--- config.mk ---
export PLATFORM = sky130hd
export DESIGN_NAME = udp_checksum_generator
export DESIGN_NICKNAME = d
export VERILOG_FILES = /design/src/rtl/ucg_pkg.sv /design/src/rtl/ucg_front.sv /design/src/rtl/ucg_queue.sv /design/src/rtl/ucg_back.sv /design/src/rtl/udp_checksum_generator.sv
export VERILOG_INCLUDE_DIRS = /design/src /design/src/rtl
export SDC_FILE = /design/constraint.sdc
export NUM_CORES = 1
export LEC_CHECK = 0
export BUFFER_PORTS_ARGS = -buffer_cell sky130_fd_sc_hd__buf_2
export CORE_MARGIN = 2
export CORE_UTILIZATION = 55
export DETAILED_ROUTE_END_ITERATION = 8
export PLACE_DENSITY = 0.77
export SLEW_MARGIN = 20
export SYNTH_ARGS = -nofsm -noshare
export SYNTH_HDL_FRONTEND = slang
export SYNTH_SLANG_ARGS = --single-unit
--- constraint.sdc ---
create_clock -name clk -period 10.2 [get_ports clk]
set_clock_uncertainty 0.2 [all_clocks]
set_input_delay 2.04 -clock clk [delete_from_list [all_inputs] [get_ports clk]]
set_output_delay 2.04 -clock clk [all_outputs]
set_load 0.01 [all_outputs]
--- src/rtl/assert_macros.svh ---
// Assertion helpers shared by the RTL. Each check samples on clk and is
// disabled while rst_n is low.
`ifndef ASSERT_MACROS_SVH
`define ASSERT_MACROS_SVH

// A condition that must hold in every cycle.
`define ASSERT_ALWAYS(lbl, expr, msg) \
    lbl: assert property (@(posedge clk) disable iff (!rst_n) (expr)) else $error(msg);

// A condition that, once true, requires another one in the following cycle.
`define ASSERT_NEXT(lbl, cond, expr, msg) \
    lbl: assert property (@(posedge clk) disable iff (!rst_n) (cond) |=> (expr)) \
        else $error(msg);

`endif

--- src/rtl/ucg_pkg.sv ---
`timescale 1ns / 1ps

package ucg_pkg;

    localparam int LEN_W       = 11;
    localparam int PSUM_W      = 18;
    localparam int QUEUE_DEPTH = 2;

    localparam logic [LEN_W-1:0] UDP_HDR_LEN = 11'd8;
    localparam logic [15:0]      PROTO_UDP   = 16'd17;
    localparam logic [15:0]      SUM_ALL_ONES = 16'hFFFF;

    localparam logic CMD_START = 1'b0;
    localparam logic CMD_BYTE  = 1'b1;

    typedef enum logic
    {
        KIND_START,
        KIND_BYTE
    } kind_t;

    // One classified transaction on its way from the front to the back.
    // For a start, data holds the raw sum of the address and port words;
    // for a byte, the low eight bits hold the payload byte.
    typedef struct packed
    {
        kind_t             kind;
        logic              last;
        logic [PSUM_W-1:0] data;
        logic [LEN_W-1:0]  udp_len;
    } entry_t;

endpackage

--- src/rtl/ucg_front.sv ---
`timescale 1ns / 1ps

module ucg_front #(
    parameter int MAX_PAYLOAD = 1472
) (
    input  logic                 clk,
    input  logic                 rst_n,
    input  logic                 in_valid,
    output logic                 in_ready,
    input  logic                 cmd,
    input  logic [31:0]          dest_address,
    input  logic [15:0]          source_port,
    input  logic [15:0]          dest_port,
    input  logic [15:0]          payload_length,
    input  logic [7:0]           payload_byte,
    input  logic                 q_full,
    output logic                 q_push,
    output ucg_pkg::entry_t      q_entry
);

    logic                       busy_reg;
    logic                       busy_next;
    logic [ucg_pkg::LEN_W-1:0]  remain_reg;
    logic [ucg_pkg::LEN_W-1:0]  remain_next;

    logic                       accept;
    logic [15:0]                len_clamped;
    logic [ucg_pkg::LEN_W-1:0]  len_trim;
    logic [ucg_pkg::PSUM_W-1:0] partial;

    assign in_ready = !q_full;
    assign accept   = in_valid && !q_full;

    always_comb
    begin
        if (payload_length > 16'(MAX_PAYLOAD))
        begin
            len_clamped = 16'(MAX_PAYLOAD);
        end
        else
        begin
            len_clamped = payload_length;
        end
        len_trim = len_clamped[ucg_pkg::LEN_W-1:0];
        partial  = ucg_pkg::PSUM_W'(dest_address[31:16])
                 + ucg_pkg::PSUM_W'(dest_address[15:0])
                 + ucg_pkg::PSUM_W'(source_port)
                 + ucg_pkg::PSUM_W'(dest_port);
    end

    // A byte that arrives with no datagram open is accepted and dropped here.
    always_comb
    begin
        busy_next   = busy_reg;
        remain_next = remain_reg;
        q_push      = 1'b0;
        q_entry     = '0;
        if (cmd == ucg_pkg::CMD_START)
        begin
            q_push          = accept;
            q_entry.kind    = ucg_pkg::KIND_START;
            q_entry.last    = (len_trim == '0);
            q_entry.data    = partial;
            q_entry.udp_len = ucg_pkg::UDP_HDR_LEN + len_trim;
            if (accept)
            begin
                busy_next   = (len_trim != '0);
                remain_next = len_trim;
            end
        end
        else
        begin
            q_push       = accept && busy_reg;
            q_entry.kind = ucg_pkg::KIND_BYTE;
            q_entry.last = (remain_reg == ucg_pkg::LEN_W'(1));
            q_entry.data = ucg_pkg::PSUM_W'(payload_byte);
            if (accept && busy_reg)
            begin
                remain_next = remain_reg - ucg_pkg::LEN_W'(1);
                busy_next   = (remain_reg != ucg_pkg::LEN_W'(1));
            end
        end
    end

    always_ff @(posedge clk or negedge rst_n)
    begin
        if (!rst_n)
        begin
            busy_reg   <= 1'b0;
            remain_reg <= '0;
        end
        else
        begin
            busy_reg   <= busy_next;
            remain_reg <= remain_next;
        end
    end

endmodule

--- src/rtl/ucg_queue.sv ---
`timescale 1ns / 1ps

module ucg_queue (
    input  logic            clk,
    input  logic            rst_n,
    input  logic            push,
    input  ucg_pkg::entry_t push_entry,
    output logic            full,
    input  logic            pop,
    output logic            head_valid,
    output ucg_pkg::entry_t head_entry
);

    localparam int PTR_W = $clog2(ucg_pkg::QUEUE_DEPTH);
    localparam int CNT_W = $clog2(ucg_pkg::QUEUE_DEPTH + 1);

    ucg_pkg::entry_t  slots_reg [ucg_pkg::QUEUE_DEPTH];
    logic [PTR_W-1:0] wr_ptr_reg;
    logic [PTR_W-1:0] wr_ptr_next;
    logic [PTR_W-1:0] rd_ptr_reg;
    logic [PTR_W-1:0] rd_ptr_next;
    logic [CNT_W-1:0] count_reg;
    logic [CNT_W-1:0] count_next;

    assign full       = (count_reg == CNT_W'(ucg_pkg::QUEUE_DEPTH));
    assign head_valid = (count_reg != '0);
    assign head_entry = slots_reg[rd_ptr_reg];

    always_comb
    begin
        wr_ptr_next = wr_ptr_reg;
        rd_ptr_next = rd_ptr_reg;
        count_next  = count_reg;
        if (push)
        begin
            if (wr_ptr_reg == PTR_W'(ucg_pkg::QUEUE_DEPTH - 1))
            begin
                wr_ptr_next = '0;
            end
            else
            begin
                wr_ptr_next = wr_ptr_reg + PTR_W'(1);
            end
        end
        if (pop)
        begin
            if (rd_ptr_reg == PTR_W'(ucg_pkg::QUEUE_DEPTH - 1))
            begin
                rd_ptr_next = '0;
            end
            else
            begin
                rd_ptr_next = rd_ptr_reg + PTR_W'(1);
            end
        end
        if (push && !pop)
        begin
            count_next = count_reg + CNT_W'(1);
        end
        else if (pop && !push)
        begin
            count_next = count_reg - CNT_W'(1);
        end
    end

    always_ff @(posedge clk)
    begin
        if (push)
        begin
            slots_reg[wr_ptr_reg] <= push_entry;
        end
    end

    always_ff @(posedge clk or negedge rst_n)
    begin
        if (!rst_n)
        begin
            wr_ptr_reg <= '0;
            rd_ptr_reg <= '0;
            count_reg  <= '0;
        end
        else
        begin
            wr_ptr_reg <= wr_ptr_next;
            rd_ptr_reg <= rd_ptr_next;
            count_reg  <= count_next;
        end
    end

endmodule

--- src/rtl/ucg_back.sv ---
`timescale 1ns / 1ps

module ucg_back (
    input  logic                      clk,
    input  logic                      rst_n,
    input  logic                      cfg_write_en,
    input  logic [31:0]               cfg_write_data,
    input  logic                      q_valid,
    input  ucg_pkg::entry_t           q_entry,
    output logic                      q_pop,
    output logic                      out_valid,
    input  logic                      out_ready,
    output logic [15:0]               checksum,
    output logic [ucg_pkg::LEN_W-1:0] udp_length
);

    logic [15:0]               cfg_sum_reg;
    logic [15:0]               cfg_sum_next;
    logic [15:0]               sum_reg;
    logic [15:0]               sum_next;
    logic [7:0]                held_reg;
    logic [7:0]                held_next;
    logic                      odd_reg;
    logic                      odd_next;
    logic [ucg_pkg::LEN_W-1:0] len_hold_reg;
    logic [ucg_pkg::LEN_W-1:0] len_hold_next;
    logic                      out_valid_reg;
    logic                      out_valid_next;
    logic [15:0]               checksum_reg;
    logic [15:0]               checksum_next;
    logic [ucg_pkg::LEN_W-1:0] udp_len_reg;
    logic [ucg_pkg::LEN_W-1:0] udp_len_next;

    logic [17:0] cfg_raw;
    logic [16:0] cfg_fold;
    logic [18:0] start_raw;
    logic [16:0] start_fold;
    logic [15:0] start_sum;
    logic [15:0] word;
    logic [16:0] byte_add;
    logic [15:0] byte_sum;
    logic [15:0] final_sum;
    logic [15:0] final_ck;
    logic [7:0]  in_byte;

    // Source address words and the protocol number are constant per
    // configuration, so their folded sum is kept ready.
    always_comb
    begin
        cfg_raw  = 18'(cfg_write_data[31:16]) + 18'(cfg_write_data[15:0])
                 + 18'(ucg_pkg::PROTO_UDP);
        cfg_fold = 17'(cfg_raw[15:0]) + 17'(cfg_raw[17:16]);
        cfg_sum_next = cfg_sum_reg;
        if (cfg_write_en)
        begin
            cfg_sum_next = cfg_fold[15:0] + 16'(cfg_fold[16]);
        end
    end

    // Ones'-complement sums only reach zero when every term is zero, so a
    // double end-around fold of the wide total gives the same word.
    always_comb
    begin
        start_raw  = 19'(q_entry.data) + 19'(cfg_sum_reg)
                   + 19'({q_entry.udp_len, 1'b0});
        start_fold = 17'(start_raw[15:0]) + 17'(start_raw[18:16]);
        start_sum  = start_fold[15:0] + 16'(start_fold[16]);

        in_byte = q_entry.data[7:0];
        if (odd_reg)
        begin
            word = {held_reg, in_byte};
        end
        else
        begin
            word = {in_byte, 8'h00};
        end
        byte_add = 17'(sum_reg) + 17'(word);
        byte_sum = byte_add[15:0] + 16'(byte_add[16]);

        if (q_entry.kind == ucg_pkg::KIND_START)
        begin
            final_sum = start_sum;
        end
        else
        begin
            final_sum = byte_sum;
        end
        final_ck = ~final_sum;
        if (final_ck == '0)
        begin
            final_ck = ucg_pkg::SUM_ALL_ONES;
        end
    end

    assign q_pop = q_valid && (!q_entry.last || !out_valid_reg || out_ready);

    always_comb
    begin
        sum_next       = sum_reg;
        held_next      = held_reg;
        odd_next       = odd_reg;
        len_hold_next  = len_hold_reg;
        out_valid_next = out_valid_reg;
        checksum_next  = checksum_reg;
        udp_len_next   = udp_len_reg;

        if (out_ready)
        begin
            out_valid_next = 1'b0;
        end

        if (q_pop)
        begin
            if (q_entry.kind == ucg_pkg::KIND_START)
            begin
                sum_next      = start_sum;
                held_next     = '0;
                odd_next      = 1'b0;
                len_hold_next = q_entry.udp_len;
            end
            else if (q_entry.last || odd_reg)
            begin
                sum_next  = byte_sum;
                held_next = '0;
                odd_next  = 1'b0;
            end
            else
            begin
                held_next = in_byte;
                odd_next  = 1'b1;
            end

            if (q_entry.last)
            begin
                out_valid_next = 1'b1;
                checksum_next  = final_ck;
                if (q_entry.kind == ucg_pkg::KIND_START)
                begin
                    udp_len_next = q_entry.udp_len;
                end
                else
                begin
                    udp_len_next = len_hold_reg;
                end
            end
        end
    end

    always_ff @(posedge clk or negedge rst_n)
    begin
        if (!rst_n)
        begin
            cfg_sum_reg   <= ucg_pkg::PROTO_UDP;
            sum_reg       <= '0;
            held_reg      <= '0;
            odd_reg       <= 1'b0;
            len_hold_reg  <= '0;
            out_valid_reg <= 1'b0;
            checksum_reg  <= '0;
            udp_len_reg   <= '0;
        end
        else
        begin
            cfg_sum_reg   <= cfg_sum_next;
            sum_reg       <= sum_next;
            held_reg      <= held_next;
            odd_reg       <= odd_next;
            len_hold_reg  <= len_hold_next;
            out_valid_reg <= out_valid_next;
            checksum_reg  <= checksum_next;
            udp_len_reg   <= udp_len_next;
        end
    end

    assign out_valid  = out_valid_reg;
    assign checksum   = checksum_reg;
    assign udp_length = udp_len_reg;

endmodule

--- src/rtl/udp_checksum_generator.sv ---
`timescale 1ns / 1ps
`include "assert_macros.svh"

// UDP checksum generator for IPv4 datagrams.
// The input channel (in_valid/in_ready) carries one transaction per item: a start
// with cmd low brings the destination address, both ports and the payload length,
// and each later transaction with cmd high brings one payload byte. Bytes that
// arrive with no datagram open are accepted and dropped; a new start abandons the
// datagram in progress. The user must write the local source address through
// cfg_write_en and cfg_write_data only while the block is idle (unchecked).
// The output channel (out_valid/out_ready) gives one transaction per datagram:
// the checksum (never zero) and the UDP length, after the last payload byte or
// directly after the start for an empty payload.
// Throughput is one input transaction per cycle while the queue has room.
// A result is written into the two-entry queue when its final input transaction
// is accepted and loads the output register when popped from the queue head.
// When the receiver stalls, the output register holds the result and only a
// transaction that closes another datagram waits at the head of the queue;
// in_ready drops once both queue entries are occupied. Reset clears the queue,
// the datagram state and the output register, and returns the source address
// to zero.
module udp_checksum_generator #(
    parameter int MAX_PAYLOAD = 1472
) (
    input  logic        clk,
    input  logic        rst_n,
    input  logic        cfg_write_en,
    input  logic [31:0] cfg_write_data,
    input  logic        in_valid,
    output logic        in_ready,
    input  logic        cmd,
    input  logic [31:0] dest_address,
    input  logic [15:0] source_port,
    input  logic [15:0] dest_port,
    input  logic [15:0] payload_length,
    input  logic [7:0]  payload_byte,
    output logic        out_valid,
    input  logic        out_ready,
    output logic [15:0] checksum,
    output logic [10:0] udp_length
);

    logic            q_full;
    logic            q_push;
    logic            q_pop;
    logic            q_valid;
    logic            start_accept;
    ucg_pkg::entry_t push_entry;
    ucg_pkg::entry_t head_entry;

    assign start_accept = in_valid && in_ready && (cmd == ucg_pkg::CMD_START);

    ucg_front #(
        .MAX_PAYLOAD (MAX_PAYLOAD)
    ) u_front (
        .clk            (clk),
        .rst_n          (rst_n),
        .in_valid       (in_valid),
        .in_ready       (in_ready),
        .cmd            (cmd),
        .dest_address   (dest_address),
        .source_port    (source_port),
        .dest_port      (dest_port),
        .payload_length (payload_length),
        .payload_byte   (payload_byte),
        .q_full         (q_full),
        .q_push         (q_push),
        .q_entry        (push_entry)
    );

    ucg_queue u_queue (
        .clk        (clk),
        .rst_n      (rst_n),
        .push       (q_push),
        .push_entry (push_entry),
        .full       (q_full),
        .pop        (q_pop),
        .head_valid (q_valid),
        .head_entry (head_entry)
    );

    ucg_back u_back (
        .clk            (clk),
        .rst_n          (rst_n),
        .cfg_write_en   (cfg_write_en),
        .cfg_write_data (cfg_write_data),
        .q_valid        (q_valid),
        .q_entry        (head_entry),
        .q_pop          (q_pop),
        .out_valid      (out_valid),
        .out_ready      (out_ready),
        .checksum       (checksum),
        .udp_length     (udp_length)
    );

    `ASSERT_ALWAYS(a_checksum_nonzero, !out_valid || (checksum != 16'h0000), "zero checksum sent")
    `ASSERT_NEXT(a_start_queued, start_accept, q_valid, "start transaction not queued")
    `ASSERT_ALWAYS(a_pop_has_data, !q_pop || q_valid, "pop from empty queue")

endmodule

## Yosys cells after proc, flatten, opt, wreduce, memory -nomap -nowiden

Memories as Yosys holds them, arrays and structs flattened.
Index checks and enable logic that the tools add are counted.

- Bits of input ports: 126
- Logic and storage cells: 91
- RAM bits: 62
- Memories kept: 1
- Flip-flop bits (word level): 96
- Output and inout bits: 29

Memories:

| memory | words | bits a word | read ports | clocked after memory_dff | write ports | RTL line | source |
|---|---|---|---|---|---|---|---|
| u_queue.slots_reg | 2 | 31 | 1 | 0 | 1 | ucg_queue.sv:17 | `ucg_pkg::entry_t slots_reg [ucg_pkg::QUEUE_DEPTH];` |

- Reductions and logical operators: 22
- Add/subtract/negate cells: 19
- $lt $le $gt $ge: 1
- Eq/ne operators: 5
- Bitwise gates (word level): 1
- Muxes and demuxes: 29

Operators with widths:

| cell | count |
|---|---|
| two-way mux 16 bit | 5 |
| two-way mux 11 bit | 6 |
| adder 16 x 16 -> 17 bit | 3 |
| adder 16 x 1 -> 16 bit | 3 |
| adder 18 x 16 -> 18 bit | 2 |
| two-way mux 20 bit | 1 |
| adder 18 x 16 -> 19 bit | 1 |
| adder 19 x 12 -> 19 bit | 1 |
| adder 18 x 5 -> 18 bit (second input constant) | 1 |
| adder 16 x 2 -> 17 bit | 1 |
| adder 16 x 3 -> 17 bit | 1 |
| greater-than comparator 16 x 11 -> 1 bit (second input constant) | 1 |
| logical NOT 16 bit | 1 |
| two-way mux 8 bit | 2 |
| inverter 16 bit | 1 |
| two-way mux 1 bit | 13 |
| adder 4 x 11 -> 11 bit (first input constant) | 1 |
| equality test 11 x 1 -> 1 bit (second input constant) | 1 |
| logical NOT 11 bit | 1 |
| != test 11 x 1 -> 1 bit (second input constant) | 1 |
| nonzero test 11 bit | 1 |
| subtractor 11 x 1 -> 11 bit (second input constant) | 1 |
| AND reduction 2 bit | 3 |
| nonzero test 2 bit | 3 |
| 10 further kinds | 22 |

## Logic depth before layout (Yosys ltp)

Gate-level depths: netlist of run 1.

- Depth in word-level cells: 9
- Depth in mapped cells: 37
- Gate-level depth less buffers: 34

## By module

Synthesis of run 1 repeated with hierarchy kept, for this count alone.

- Cell total of the unflattened synthesis: 1433
- Area, all modules: 13875.8 um^2

By module, submodules not included:

| module | area an instance (um^2) | sequential area each (um^2) | cells each | times used |
|---|---|---|---|---|
| ucg_back | 8496.9 | 2004.4 | 952 | 1 |
| ucg_front | 2798.9 | 300.3 | 368 | 1 |
| ucg_queue | 2580.0 | 1961.9 | 113 | 1 |

## Worst setup path before layout of run 1

No wires, ideal clock.

- Kind: register to register
- Start: reg u_queue.rd_ptr_reg
- End: reg u_back.checksum_reg[0], in the netlist u_back.checksum[0]
- Setup slack: 2120 ps
- Period minus slack after synthesis: 8080 ps
- Setup time: 76 ps
- Path buffers: 4
- Arrival time: 7804 ps
- Stages on the path, launching flop included: 35
- Required time: 9924 ps
- Path through: dfrtp_1 -> clkbuf_1 -> buf_1 -> clkbuf_1 -> mux2_2 -> fa_1 -> ha_1 -> or2_2 -> a21oi_1 -> o311ai_2 -> a21o_1 -> a21oi_1 -> o21bai_1 -> a21oi_1 -> xor2_1 -> fa_1 -> a21oi_1 -> nor2_1 -> nand3_1 -> nor3_1 -> nand2_1 -> nor4b_1 -> ha_1 -> ha_1 -> nand2_1 -> nor3_1 -> nand3_1 -> a211oi_1 -> xnor2_1 -> mux2i_1 -> nand4_1 -> a2111oi_0 -> nand4_1 -> buf_2 -> o21ai_1

- Longest elaborated chain between the ends: 9
- Elaborated cells between the ends (all ways): 17
- Classes of those cells: 6 x add/sub; 3 x mux; 1 x bitwise; 6 x reduce/logical; 1 x memory

Ends and longest elaborated chain:

| item | RTL line | source |
|---|---|---|
| start, declared | ucg_queue.sv:20 | `logic [PTR_W-1:0] rd_ptr_reg;` |
| start signal, assigned | ucg_queue.sv:85 | `rd_ptr_reg <= rd_ptr_next;` |
| memory (2 x 31 bit) * | -- |  |
| adder 18 x 16 -> 19 bit | ucg_back.sv:64 | `start_raw = 19'(q_entry.data) + 19'(cfg_sum_reg)` |
| adder 19 x 12 -> 19 bit | ucg_back.sv:65 | `+ 19'({q_entry.udp_len, 1'b0});` |
| adder 16 x 3 -> 17 bit | ucg_back.sv:66 | `start_fold = 17'(start_raw[15:0]) + 17'(start_raw[18:16]);` |
| adder 16 x 1 -> 16 bit | ucg_back.sv:67 | `start_sum = start_fold[15:0] + 16'(start_fold[16]);` |
| two-way mux 16 bit | ucg_back.sv:81 | `if (q_entry.kind == ucg_pkg::KIND_START)` |
| inverter 16 bit | ucg_back.sv:89 | `final_ck = ~final_sum;` |
| logical NOT 16 bit | ucg_back.sv:90 | `if (final_ck == '0)` |
| two-way mux 16 bit | ucg_back.sv:90 |  |
| end signal, assigned | ucg_back.sv:171 | `checksum_reg <= checksum_next;` |
| end, declared | ucg_back.sv:29 | `logic [15:0] checksum_reg;` |

Every way passes the cells marked *; elsewhere a longest branch is shown, timed or not.
A chain may end at the register's enable or synchronous reset.

## Worst setup path after layout of run 1

- Start: reg u_queue.rd_ptr_reg
- End: reg u_back.checksum_reg[8], in the netlist u_back.checksum[8]

The elaborated chain is that of the path after synthesis.

==> impl_metrics.json, run 1 <==
{
  "min_from": "u_back.udp_length[4]$_DFFE_PN0P_",
  "grt_pass1_vias": 11538,
  "worstPathMaxFanout": 19,
  "synth-main-ff-cell": "dfrtp_1",
  "grt_use_met2_pct": 43.98,
  "grtUsageTotal_pct": 26.53,
  "ios": 155,
  "maxCapViolCount": 0,
  "worstSetupEndpointType": "register",
  "crit_family": "simple AND/OR/NAND/NOR gates",
  "path_class": "reg2reg",
  "max_freq_ghz": 0.1111,
  "fin_crit_ns": 8.998,
  "grt_overflow": 0,
  "max_stage_delay_ns": 0.80,
  "async_flop_share_pct": 60.76,
  "slowest_stage": "dfrtp_1",
  "die_y_um": 161.8,
  "met3_usage_pct": 4.111,
  "critPathBufInv": 3,
  "drc": 0,
  "drive_gt1_share_pct": 16.40,
  "yosysTopAreaCellShare_pct": 17.19,
  "worstPathArrival_ns": 9.15,
  "rsz0062_at_grt": "false",
  "dpl.hpwl_mm": 26.75,
  "routed_wl_mm": 34.05,
  "largest_reg_flops": 62,
  "reg2reg_to": "u_back.checksum[8]$_DFFE_PN0P_",
  "htreeDepth": 4,
  "required_ns": 10.35,
  "synth-edff-count": 62,
  "routabilityCongestion": 0.9804,
  "start_util_pct": 56.11,
  "setup_viol": 0,
  "hold_path_depth": 2,
  "grt_max_degree": 73,
  "ys_top_cells_by_count": "120 x nand2_1, 113 x nor2_1, 112 x inv_1",
  "grt_pass1_wl_mm": 56.42,
  "synth_seq_area_share_pct": 31.17,
  "cts_tree": "built",
  "rows": 57,
  "path_clk_slew_ns": 0.06,
  "yosysMostFrequentCell": "nand2_1",
  "slew_violations": 0,
  "slew_headroom_pct": 36.72,
  "critPathLaunch": "u_queue.rd_ptr_reg$_DFFE_PN0P_",
  "ys_warn_count": 0,
  "synth_nets": 1775,
  "reg2reg_from": "u_queue.rd_ptr_reg$_DFFE_PN0P_",
  "holdPathEnd": "u_back.udp_length[4]$_DFFE_PN0P_",
  "cts_hold_buffers": 0,
  "yosysUniqueCellTypes": 85,
  "num_vias": 11839,
  "clock_latency_ns": 0.43,
  "port_buffers": 154,
  "synth_area_leader_cell": "dfrtp_1",
  "via_per_inst": 5.949,
  "cts_buffers": 17,
  "syn_area_per_cell_um2": 9.040,
  "antenna_found_initial": 0,
  "status": "complete, no violations",
  "netlist_area_um2": 13690,
  "die_w_um": 161.8,
  "synthToLayoutAreaGrowth_pct": 11.93,
  "rrSetupSlack_ns": 1.20,
  "synth_cells": 1514,
  "busiest_layer": "met2",
  "grt_use_met1_pct": 36.31,
  "timing.final.crit_share_pct": 88.21,
  "clockRootBuffer": "clkbuf_16",
  "clock_tree.buffer_depth": 2,
  "drtIter0Drc": 832,
  "ff2ff_path_depth": 34,
  "fp.dieArea_um2": 26160,
  "ant_nets": 0,
  "synth_area_leaders": "dfrtp_1 17%, edfxtp_1 14%, ha_1 9.2%, fa_1 5.0%, xnor2_1 4.9%",
  "synth-seq-cells": 158,
  "cts.repair.resized": 0,
  "core-area_um2": 24390,
  "clock_sinks": 158,
  "hold_viol": 0,
  "wl_per_cell_um": 17.11,
  "dr.pass1.iters": 7,
  "startpoint_type": "register",
  "finalSetupTns_ns": 0,
  "post_cts_buffers": 0,
  "hold_class": "reg2reg",
  "nets": 1913,
  "tightestPinTransition_ns": 0.9252
}
==> layer usage <==
layer / wire, um / vias to the layer above
li1: - / 5783
met1: 15860 / 5691
met2: 15760 / 314
met3: 1637 / 51
met4: 795 / 0
met5: 0 / -
==> cells by family (layout without fill, tap and decap cells) <==
family                   Yosys count  count (layout)  synth area share, %
flip-flops                       158             158                31.17
adder cells (fa/ha/maj)          135             135                14.21
buffers and inverters            159             310                4.452
other                              0               1                    0
AND/OR/NAND/NOR                  468             468                17.20
XOR/XNOR                         126             126                8.264
multiplexers                      68              68                5.320
AO/OA/AOI/OAI                    400             400                19.38
==> cell usage in the layout (no fill, tap or decap), types with 8 or more instances in the layout <==
cell type and n:
nor4_1 10, o21bai_1 14, nor3_1 37, nand4_1 23, o21a_1 8, nand2_1 120, a31oi_1 19, nor2b_1 10
a211oi_1 17, fa_1 34, buf_4 13, and3_1 12, buf_2 153, clkbuf_16 17, a21oi_1 106, and2_1 22
or3_1 13, o211ai_1 16, a22o_1 8, mux2_2 38, inv_1 112, edfxtp_1 62, xnor2_1 77, or2_2 11
nand3_1 43, o31ai_1 10, o21ai_1 13, o21ai_0 81, ha_1 101, xor2_1 47, mux2i_1 29, a21o_1 27
nor2_1 112, a211o_1 8, a2111oi_0 11, dfrtp_1 94, nand2b_1 16
==> final cells by class <==
cell class,instances,area [um2]
Fill cell,2127,9071
Multi-Input combinational cell,1197,8817
Sequential cell,158,4267
Timing Repair Buffer,166,863.3
Clock buffer,19,442.9
Inverter,112,420.4
Tap cell,324,405.4
Clock inverter,13,101.3
Antenna cell,1,2.502
==> worst reg2reg max path: cells and delay by family, from the launching register on <==
kind | cells | cell delay [ns]
and+or+nand+nor | 11 | 2.34
AOI/OAI and AO/OA | 11 | 2.26
adders and majority gates | 5 | 1.67
DFF | 1 | 0.80
buffers and inverters | 3 | 0.72
muxes | 2 | 0.57
xor gates and xnor gates | 2 | 0.37
==> worst max-delay path by stage <==
| stage | to | slack (ns) | cells after the start |
|---|---|---|---|
| global route | u_back.checksum[10]$_DFFE_PN0P_ | 0.43 | 34 |
| CTS | u_back.checksum[8]$_DFFE_PN0P_ | 0.80 | 34 |
| global placement | u_back.checksum[6]$_DFFE_PN0P_ | 1.07 | 32 |
| detailed placement | u_back.checksum[8]$_DFFE_PN0P_ | 0.83 | 33 |
| floorplan | u_back.checksum[0]$_DFFE_PN0P_ | 2.12 | 34 |
| finish | u_back.checksum[8]$_DFFE_PN0P_ | 1.20 | 34 |
==> per-stage QoR <==
stage | hold slack (ns) | util (%) | area, um2 | worst slack (ns) | cells
after floorplan | 0.2413 | - | 13690 | 2.120 | 1514
after global placement | 0.2575 | 60.54 | 14770 | 1.066 | 1956
after detailed placement | 0.2641 | 60.54 | 14770 | 0.8307 | 1956
after CTS | 0.2792 | 62.77 | 15310 | 0.7971 | 1988
after global routing | 0.2899 | 62.80 | 15320 | 0.4308 | 1989
final | 0.2756 | 62.81 | 15320 | 1.202 | 1990
Power of run 1 is left out: the tool's default activity adds up to more than one toggle a clock period on the data nets, which glitch-free logic cannot reach.
==> inputs of run 2 (changes only) <==
PLACE_DENSITY = 0.79   (was 0.77)
==> run 2 against run 1 <==
Non-clock buffer count decreased by 3. Worst hold slack improved by 0.00077 ns. Global-route usage about the same. Largest cell class unchanged. Die area unchanged. Register-to-register slack got worse by 0.20 ns. Critical path depth decreased by 2. Cell count decreased by 0.20%. Via count decreased by 0.23%. Flip-flop and latch count unchanged. First-iteration DRC count increased by 7.6%.
==> impl_metrics.json, run 2 (synthesized netlist as in run 1, its figures left out) <==
{
  "cts_tree": "built",
  "clockRootBuffer": "clkbuf_16",
  "grt_pass1_vias": 11402,
  "reg2reg_to": "u_back.checksum[9]$_DFFE_PN0P_",
  "num_vias": 11812,
  "drc": 0,
  "synthToLayoutAreaGrowth_pct": 11.98,
  "worst_setup_path_endpoint": "u_back.checksum[9]$_DFFE_PN0P_",
  "slew_headroom_pct": 40.94,
  "dpl.hpwl_mm": 26.55,
  "htreeDepth": 4,
  "grt_max_degree": 54,
  "wl_per_cell_um": 17.18,
  "rows": 57,
  "grtUsageTotal_pct": 26.53,
  "worstPathMaxFanout": 18,
  "largest_reg_flops": 62,
  "slew_violations": 0,
  "clock_latency_ns": 0.44,
  "hold_viol": 0,
  "hold_class": "reg2reg",
  "multiInputGateArea_um2": 8820,
  "antennaDiodeCount": 0,
  "path_clk_slew_ns": 0.07,
  "regArea_um2": 4268,
  "reg2reg_from": "u_queue.rd_ptr_reg$_DFFE_PN0P_",
  "ff2ff_path_depth": 32,
  "worstPathArrival_ns": 9.33,
  "tightestPinTransition_ns": 0.8635,
  "final_common_cell": "buf_2",
  "drive_gt1_share_pct": 16.37,
  "cts.repair.resized": 0,
  "timing.final.crit_share_pct": 90.21,
  "routed_wl_mm": 34.12,
  "post_cts_buffers": 0,
  "drtIter0Drc": 895,
  "ios": 155,
  "setup_viol": 0,
  "cts_hold_buffers": 0,
  "grt_overflow": 0,
  "min_from": "u_back.udp_length[10]$_DFFE_PN0P_",
  "die_y_um": 161.8,
  "max_stage_delay_ns": 0.64,
  "core-area_um2": 24390,
  "required_ns": 10.32,
  "status": "complete, no violations",
  "rsz0062_at_grt": "false",
  "dr.pass1.iters": 8,
  "fin_crit_ns": 9.201,
  "critPathLaunch": "u_queue.rd_ptr_reg$_DFFE_PN0P_",
  "worstSetupEndpointType": "register",
  "slowest_stage": "dfrtp_2",
  "fillers": 2096,
  "cts_buffers": 17,
  "die_w_um": 161.8,
  "max_freq_ghz": 0.1087,
  "via_per_inst": 5.948,
  "maxCapViolCount": 0,
  "path_class": "reg2reg",
  "finalSetupTns_ns": 0,
  "port_buffers": 154,
  "fp.dieArea_um2": 26160,
  "ant_nets": 0,
  "grt_pass1_wl_mm": 56.35,
  "clock_sinks": 158,
  "nets": 1910,
  "rrSetupSlack_ns": 1.0,
  "startpoint_type": "register",
  "antenna_found_initial": 0,
  "layout_common_cells": "153 x buf_2, 120 x nand2_1, 112 x inv_1",
  "start_util_pct": 56.11,
  "clock_tree.buffer_depth": 2,
  "routabilityCongestion": 0.9385
}
[run 2: cell types whose count changed in the layout (fill, tap and decap cells not counted), sizes merged]
cell      previous run  this run
clkbuf              19        18
clkinv               3         5
diode                1         0
clkinvlp             1         0
buf                166       163
[run 2: final cells by class]
cell class | instances | area share (%)
multi-input combinational | 1197 | 57.54
sequential | 158 | 27.84
timing repair buffer | 163 | 5.486
clock buffer | 18 | 2.939
inverter | 112 | 2.743
tap | 324 | 2.645
clock inverter | 14 | 0.8000
[run 2: metal layers]
layer	vias up	track usage [%]	part of all wire [%]	routed length [um]
met5	-	0	0	0
met4	0	7.160	2.1	715
met3	47	4.111	5.7	1933
met2	388	43.38	46	15810
met1	5599	37.00	46	15660
li1	5778	-	-	-
[run 2: how the worst min path moves through the flow]
stage                                                   end  slack, ns  cells past startpoint
final                     u_back.udp_length[10]$_DFFE_PN0P_       0.28                      2
after global routing      u_back.udp_length[10]$_DFFE_PN0P_       0.31                      2
after CTS                 u_back.udp_length[10]$_DFFE_PN0P_       0.28                      2
after detailed placement  u_back.udp_length[10]$_DFFE_PN0P_       0.27                      2
after global placement         u_front.busy_reg$_DFFE_PN0P_       0.26                      2
after floorplan                u_front.busy_reg$_DFFE_PN0P_       0.24                      2
[run 2: metrics by stage]
| step | cell area (um2) | std cells | hold slack [ns] | worst slack [ns] | util [%] |
|---|---|---|---|---|---|
| 4_1_cts | 15330 | 1986 | 0.2799 | 0.9217 | 62.83 |
| 3_5_place_dp | 14750 | 1954 | 0.2651 | 0.9215 | 60.49 |
| 3_3_place_gp | 14750 | 1954 | 0.2585 | 1.185 | 60.48 |
| 2_1_floorplan | 13690 | 1514 | 0.2413 | 2.120 | - |
| 6_report | 15330 | 1986 | 0.2763 | 0.9987 | 62.84 |
| 5_1_grt | 15330 | 1986 | 0.3051 | 0.1415 | 62.84 |
[run 2: worst max-delay path, delay by kind of cell, from the launching register on]
kind | cells | cell delay [ns]
AND/OR/NAND/NOR | 11 | 2.79
AO/OA/AOI/OAI | 11 | 2.44
adder cells (fa/ha/maj) | 5 | 1.60
flip-flops | 1 | 0.64
buffers and inverters | 1 | 0.35
XOR/XNOR | 2 | 0.38
multiplexers | 2 | 0.68
Power of run 2 is left out for the same reason.
==> inputs of run 3 (changes only) <==
ABC_AREA = 1   (was unset)
PLACE_DENSITY = 0.78   (was 0.79)
==> run 3 against run 2 <==
Cell count is 29% higher. Routed wire length is 4.5% higher. Global-route usage is 0.25 points higher. Core utilization hardly changed. Flip-flop and latch count stayed put. Critical path depth is 15 higher. Non-clock buffer count is 3 lower. Fmax is 7.2% higher.
==> impl_metrics.json, run 3 <==
{
  "cts_hold_buffers": 0,
  "synth_area_leaders": "dfrtp_1 17%, nand2_1 17%, edfxtp_1 13%, ha_1 8.9%, inv_1 8.2%",
  "htreeDepth": 4,
  "slew_headroom_pct": 30.07,
  "drtIter0Drc": 1239,
  "routabilityCongestion": 0.9629,
  "wl_per_cell_um": 13.95,
  "finalSetupTns_ns": 0,
  "largest_reg_flops": 62,
  "async_flop_share_pct": 60.76,
  "grt_overflow": 0,
  "drc": 0,
  "path_class": "reg2reg",
  "ys_top_cells_by_count": "625 x nand2_1, 310 x inv_1, 191 x nor2_1",
  "antenna_found_initial": 1,
  "grt_pass1_wl_mm": 58.28,
  "ys_warn_count": 0,
  "cts_buffers": 17,
  "maxCapViolCount": 0,
  "port_buffers": 154,
  "status": "complete, no violations",
  "clockRootBuffer": "clkbuf_16",
  "die_y_um": 164.7,
  "nets": 2472,
  "clock_tree.buffer_depth": 2,
  "post_cts_buffers": 0,
  "reg2reg_from": "u_queue.rd_ptr_reg$_DFFE_PN0P_",
  "yosysUniqueCellTypes": 51,
  "fin_crit_ns": 8.585,
  "clock_latency_ns": 0.44,
  "slowest_stage": "dfrtp_1",
  "final_common_cell": "nand2_1",
  "synth-edff-count": 62,
  "max_stage_delay_ns": 1.04,
  "num_vias": 13464,
  "ios": 155,
  "core-area_um2": 25250,
  "dr.pass1.iters": 5,
  "yosysMostFrequentCell": "nand2_1",
  "ant_nets": 0,
  "netlist_area_um2": 14200,
  "path_clk_slew_ns": 0.06,
  "dpl.hpwl_mm": 28.48,
  "worstSetupEndpointType": "register",
  "start_util_pct": 56.24,
  "drive_gt1_share_pct": 12.90,
  "synth_seq_area_share_pct": 30.04,
  "startpoint_type": "register",
  "grt_max_degree": 63,
  "required_ns": 10.35,
  "max_freq_ghz": 0.1165,
  "layout_common_cells": "625 x nand2_1, 310 x inv_1, 189 x nor2_1",
  "hold_class": "reg2reg",
  "worstPathMaxFanout": 32,
  "crit_top_cell": "nand2_1",
  "synth-seq-cells": 158,
  "rsz0062_at_grt": "false",
  "synth_nets": 2330,
  "die_w_um": 164.7,
  "hold_path_depth": 2,
  "synthToLayoutAreaGrowth_pct": 11.77,
  "clock_sinks": 158,
  "yosysTopAreaCellShare_pct": 16.56,
  "cts_tree": "built",
  "synth_cells": 2069,
  "fp.dieArea_um2": 27120,
  "slew_violations": 0,
  "grt_pass1_vias": 12383,
  "min_from": "u_back.udp_length[0]$_DFFE_PN0P_",
  "rows": 58,
  "synth_area_leader_cell": "dfrtp_1",
  "hold_viol": 0,
  "timing.final.crit_share_pct": 84.17,
  "routed_wl_mm": 35.64,
  "syn_area_per_cell_um2": 6.864,
  "critPathLaunch": "u_queue.rd_ptr_reg$_DFFE_PN0P_",
  "via_per_inst": 5.270,
  "worstPathArrival_ns": 8.73,
  "ff2ff_path_depth": 47,
  "tightestPinTransition_ns": 1.049,
  "setup_viol": 0,
  "synth-main-ff-cell": "dfrtp_1",
  "grtUsageTotal_pct": 26.78,
  "cts.repair.resized": 0
}
## run 3: cell type report
class / instances / area [um2]
diodes: 1 / 2.502
clock buffers: 18 / 429.2
clock inverters: 14 / 156.4
fillers: 2240 / 9380
inverters: 319 / 1197
multi-input cells: 1555 / 8591
flip-flops and latches: 158 / 4267
well taps: 330 / 412.9
repair buffers: 160 / 818.3
## run 3: logic make-up after synthesis
logic type	Yosys count	share of synthesized area [%]
and+or+nand+nor	1081	32.24
AOI/OAI and AO/OA	283	11.02
muxes	2	0.1410
DFF	158	30.04
xor gates and xnor gates	54	3.330
buffers and inverters	356	9.532
adders and majority gates	135	13.69
## run 3: final timing paths
check / to / slack [ns]
min: u_back.udp_length[0]$_DFFE_PN0P_ / 0.27
max in group asynchronous: u_back.checksum[7]$_DFFE_PN0P_ / 7.22
max reg2reg: u_back.checksum[9]$_DFFE_PN0P_ / 1.61
min reg2reg: u_back.udp_length[0]$_DFFE_PN0P_ / 0.27
min in group asynchronous: u_back.cfg_sum_reg[3]$_DFFE_PN0P_ / 1.39
max: u_back.checksum[9]$_DFFE_PN0P_ / 1.61
## run 3: metal layers
layer	up-vias	global-route usage [%]	part of all wire, %	wire length (um)
met2	417	44.09	46	16520
met3	80	4.822	5.6	1996
li1	6894	-	-	-
met4	0	9.565	3.5	1235
met1	6073	35.51	45	15890
met5	-	0	0	0
## run 3: worst max-delay path: cells and delay by family, from the launching register on
family / cells / cell delay, ns
AO/OA/AOI/OAI: 4 / 0.65
flip-flops: 1 / 1.04
AND/OR/NAND/NOR: 30 / 3.47
adder cells (fa/ha/maj): 6 / 1.72
XOR/XNOR: 1 / 0.24
buffers and inverters: 6 / 1.18
## run 3: stage by stage
step,util (%),std cells,area (um2),hold WS (ns),setup WS [ns]
floorplan,-,2069,14200,0.2460,3.288
global placement,60.53,2522,15290,0.2621,1.933
detailed placement,60.53,2522,15290,0.2598,1.732
CTS,62.85,2554,15870,0.2780,1.683
global route,62.85,2554,15870,0.2980,0.6316
finish,62.86,2555,15870,0.2734,1.615
Power of run 3 is left out for the same reason.
